## config.mk

```make
export PLATFORM = sky130hd
export DESIGN_NAME = rka_cell
export DESIGN_NICKNAME = d
export VERILOG_FILES = /design/src/hw/rtl/rka_pkg.sv /design/src/hw/rtl/rka_cell.sv
export SDC_FILE = /design/constraint.sdc
export NUM_CORES = 1
export LEC_CHECK = 0
export ABC_AREA = 0
export BUFFER_PORTS_ARGS = -buffer_cell sky130_fd_sc_hd__buf_2
export CORE_MARGIN = 8
export CORE_UTILIZATION = 25
export CTS_BUF_LIST = sky130_fd_sc_hd__clkbuf_8
export CTS_CLUSTER_DIAMETER = 150
export DETAILED_ROUTE_END_ITERATION = 7
export SETUP_SLACK_MARGIN = 0.3
export SLEW_MARGIN = 20
export SYNTH_ARGS = -nofsm -noshare
export SYNTH_HDL_FRONTEND = slang
export SYNTH_SLANG_ARGS = --single-unit
export TNS_END_PERCENT = 30
```

## constraint.sdc

```tcl
create_clock -name clk -period 2.9 [get_ports clk]
set_clock_uncertainty 0.05 [all_clocks]
set_input_delay 0.58 -clock clk [delete_from_list [all_inputs] [get_ports clk]]
set_output_delay 0.58 -clock clk [all_outputs]
set_load 0.02 [all_outputs]
```

## src/hw/rtl/rka_pkg.sv

```systemverilog
`default_nettype none
package rka_pkg;

	localparam int SAMPLE_W     = 32;
	localparam int RANK_W       = 6;
	localparam int CNT_W        = 7;
	localparam int CAPACITY_DEF = 64;

	typedef logic signed [SAMPLE_W-1:0] sample_t;
	typedef logic [RANK_W-1:0]          rank_t;
	typedef logic [CNT_W-1:0]           cnt_t;

	// broadcast from the sequencer to every cell
	typedef struct packed {
		logic wr;
		cnt_t wr_idx;
		logic rank;
		logic shift;
		logic clear;
	} cell_ctl_t;

endpackage
`default_nettype wire

```

## src/hw/rtl/rka_cell.sv

```systemverilog
`default_nettype none
module rka_cell #(
	parameter int IDX = 0
) (
	input  wire                    clk,
	input  wire                    arst_n,
	input  rka_pkg::cell_ctl_t     ctl,
	input  rka_pkg::sample_t       sample,
	input  rka_pkg::sample_t       trav_in,
	input  wire                    trav_vld_in,
	input  rka_pkg::rank_t         cnt_in,
	output rka_pkg::sample_t       trav_out,
	output logic                   trav_vld_out,
	output rka_pkg::rank_t         cnt_out
);

	rka_pkg::sample_t own_q;
	rka_pkg::sample_t trav_q;
	rka_pkg::rank_t   cnt_q;
	logic             own_vld_q;
	logic             trav_vld_q;
	logic             wr_me;
	logic             smaller;

	assign wr_me   = ctl.wr && (ctl.wr_idx == rka_pkg::CNT_W'(IDX));
	assign smaller = trav_vld_in && own_vld_q && (trav_in < own_q);

	always_ff @(posedge clk or negedge arst_n) begin
		if (!arst_n) begin
			own_vld_q  <= 1'b0;
			trav_vld_q <= 1'b0;
		end else if (ctl.clear) begin
			own_vld_q  <= 1'b0;
			trav_vld_q <= 1'b0;
		end else if (wr_me) begin
			own_vld_q  <= 1'b1;
			trav_vld_q <= 1'b1;
		end else if (ctl.rank) begin
			trav_vld_q <= trav_vld_in;
		end
	end

	always_ff @(posedge clk) begin
		if (wr_me) begin
			own_q  <= sample;
			trav_q <= sample;
			cnt_q  <= '0;
		end else if (ctl.rank) begin
			trav_q <= trav_in;
			if (smaller) begin
				cnt_q <= cnt_q + rka_pkg::RANK_W'(1);
			end
		end else if (ctl.shift) begin
			cnt_q <= cnt_in;
		end
	end

	assign trav_out     = trav_q;
	assign trav_vld_out = trav_vld_q;
	assign cnt_out      = cnt_q;

endmodule
`default_nettype wire

```

==> metrics.yaml <==
p_comb_share_pct: 14.6
ys_seq_area_share_pct: 57.4
gpl.final_weighted_congestion: 0.774
antenna_violating_nets_left: 0
rsz0062_at_grt: "no"
critical_path_peak_fanout: 4
post_synth_num_cell_types: 40
max_slew_headroom_pct: 75.8
core.rowCount: 44
flip_flop_and_latch_count_after_synthesis: 72
grt_antenna_before_repair: 0
layout_common_cells: "buf_2 (122), nand2_1 (107), edfxtp_1 (64)"
critical_path.cell_chain: "inv_1 -> ha_1 -> nand4_1 -> or3_1 -> o32ai_2 -> o311a_1 -> o22ai_1 -> a221oi_2 -> a311oi_2"
final.period_utilization_pct: 85.1
tightest_slew_ns: 0.363
power_frac_seq_pct: 49.2
layoutNonFillerInstCount: 663
synth_top_family_by_area: "simple AND/OR/NAND/NOR gates"
h-tree-depth: 3
die_w_um: 137
fraction_of_the_mapped_netlist_area_in_compound_gates_pct: 9.17
antenna_cells_inserted: 0
num-nets-final: 590
later_pin_clock_latency_in_the_skew_report_ns: 0.35
netSwitchingPower_uw: 616
clock_pin_slew_of_the_registers_on_the_worst_case_setup_and_hold_paths_ns: 0.08
critical_path.slowest_cell: "or3_1"
post_synthesis_mux_area_share_pct: 0.275
path_buf_inv: 1
area_growth_syn_to_layout_pct: 31.8
grt_start_max_net_pins: 42
setup_viol: 0
cellLeakagePower_nw: 2.26
dieArea_um2: 18700
final_area_um2: 4800
area_fraction_in_and_or_nand_and_nor_cells_after_synthesis_pct: 17.1
yosysWarningCount: 0
number_of_global_route_vias_before_repair: 3022
synth_nets: 456
cts_max_path_buffers: 2
critical_path_arrival_ns: 2.64
fin_setup_tns_ns: 0
final_util_pct: 33.4
worstSetupPathType: "flip-flop to flip-flop"
min_period_ns: 2.47
drive_gt1_share_pct: 33.4
place.detailed.instances: 645
io-pin-count: 123
clock_power_share_pct: 36.2
drcViolationCount: 0
cts-buffers-inserted: 9
cts_tree: "built"
critPathTopFamily: "compound AO/OA/AOI/OAI gates"
initial_utilization_pct: 25.4
holdCritPathClass: "primary input to flip-flop"
internal_power_mw: 1.86
syn_inst: 340
synthesis.area_um2: 3640
total_wirelength_mm: 9.74
run_status: "complete, no violations"
detail_route.vias_per_cell: 4.33
vdd_drop_max_v: 0.000213
cts.sink_count: 72
finalHoldViolCount: 0
post_synth_fa_ha_maj_area_fraction_pct: 11.0
floorplan_core_area_um2: 14400
portBuffers: 122
swShare_pct: 24.8
grtUsageTotal_pct: 10.7
vias_after_detailed_routing: 2871
share_of_the_synthesized_netlist_area_taken_by_xor_and_xnor_gates_pct: 0
clock.fmax_mhz: 405
maxCapViolCount: 0
routed_wire_length_per_instance_um: 14.7
placement_cell_area_um2: 4530
drt-pass1-iter-count: 4
global_route_wire_length_before_repair_mm: 15.3
layout.cells.most_common: "buf_2"
post_synth.cell_area_avg_um2: 10.7
grt_overflow: 0
worst_ep_required_time_ns: 3.07
critPathMaxStageDelay_ns: 0.43
drt_iter0_drc: 133
maxSlewViolCount: 0
dieHeight_um: 137
dp_hpwl_mm: 7.58
startpoint_type: "flip-flop"
clock-root-buffer: "clkbuf_8"
timing.critical_path.to_type: "flip-flop"
power_density_nw_per_um2: 516
timing.hold.ws_ns: 0.342
[logic make-up (layout without fill, tap and decap cells)]
logic type                 after synthesis  in the layout
adders and majority gates               32             32
AOI/OAI and AO/OA                       43             43
muxes                                    1              1
and+or+nand+nor                        145            145
DFF                                     72             72
buffers and inverters                   47            186
[registers in the layout, indices dropped and copies added (netlist names)]
| signal | flops |
|---|---|
| cnt_out | 6 |
| own_q | 32 |
| own_vld_q | 1 |
| trav_out | 32 |
| trav_vld_out | 1 |
[final timing paths]
check	startpoint	endpoint	slack [ns]	cells after the start
worst max-delay path	own_q[14]	cnt_out[0]	0.43	9
worst min-delay path	ctl[0]	trav_vld_out	0.34	2
worst max register to register	own_q[14]	cnt_out[0]	0.43	9
worst min register to register	cnt_out[2]	cnt_out[2]	0.47	2
max in group asynchronous	arst_n	trav_vld_out	2.19	2
min in group asynchronous	arst_n	own_vld_q	0.51	2
[cells in the mapped netlist (all sizes together)]
master     n  share of area, %
a2111oi    1              0.76
a211oi     4              0.82
a21o       1              0.21
a21oi     14               1.9
a221oi     2              0.65
a311oi     2              0.48
a31o       4              0.96
a31oi      2              0.34
a32o       1              0.27
and3       4              0.69
buf        2              0.41
clkbuf     7              0.72
dfrtp      2               1.4
dfxtp      6               3.3
edfxtp    64                53
ha        32                11
inv       38               3.9
mux2i      1              0.27
nand2    109                11
nand2b     4              0.89
nand3      4              0.55
nand3b     2              0.41
nand4      5              0.86
nor2       8              0.82
nor2b      4              0.69
nor4       2              0.34
nor4b      1              0.24
o2111ai    1              0.24
o21a       2              0.41
o21ai      4              0.55
o22ai      1              0.17
o2bb2ai    1              0.24
o311a      1              0.27
o32a       1              0.62
o32ai      1              0.24
or3        2              0.34
[power groups by stage]
stage | sequential, mW | combinational (mW) | clock, mW
after floorplan | 1.31 | 0.121 | 0
after global placement | 1.24 | 0.353 | 0
after detailed placement | 1.24 | 0.360 | 0
after CTS | 1.22 | 0.362 | 0.933
after global routing | 1.23 | 0.400 | 0.969
final | 1.22 | 0.363 | 0.897
[repair_timing]
action,4_1_cts,5_1_grt
endpoints found under the hold margin,2,0
setup buffers,0,1
hold buffers,1,0
gates resized for setup,0,4
setup endpoints to repair,0,4
[per-layer routing]
| metal | GRT usage, % | routed length, um | vias up |
|---|---|---|---|
| met3 | 4.88 | 900 | 10 |
| met1 | 12.2 | 4160 | 1330 |
| li1 | - | - | 1449 |
| met2 | 17.4 | 4550 | 82 |
| met5 | 0 | 0 | - |
| met4 | 3.84 | 127 | 0 |
[metrics by stage]
stage / setup slack [ns] / power (mW)
finish: 0.432 / 2.48
detailed placement: 0.0249 / 1.60
global route: 0.283 / 2.60
floorplan: 0.326 / 1.43
global placement: 0.140 / 1.59
CTS: 0.355 / 2.51
[layout make-up]
| type | instances | area [um2] |
|---|---|---|
| inverters | 38 | 143 |
| repair buffers | 132 | 713 |
| clock inverters | 5 | 72.6 |
| fillers | 1443 | 9570 |
| flip-flops and latches | 72 | 2090 |
| well taps | 184 | 230 |
| multi-input cells | 221 | 1400 |
| clock buffers | 11 | 151 |
Note: power is estimated with default switching activity, not from simulation.
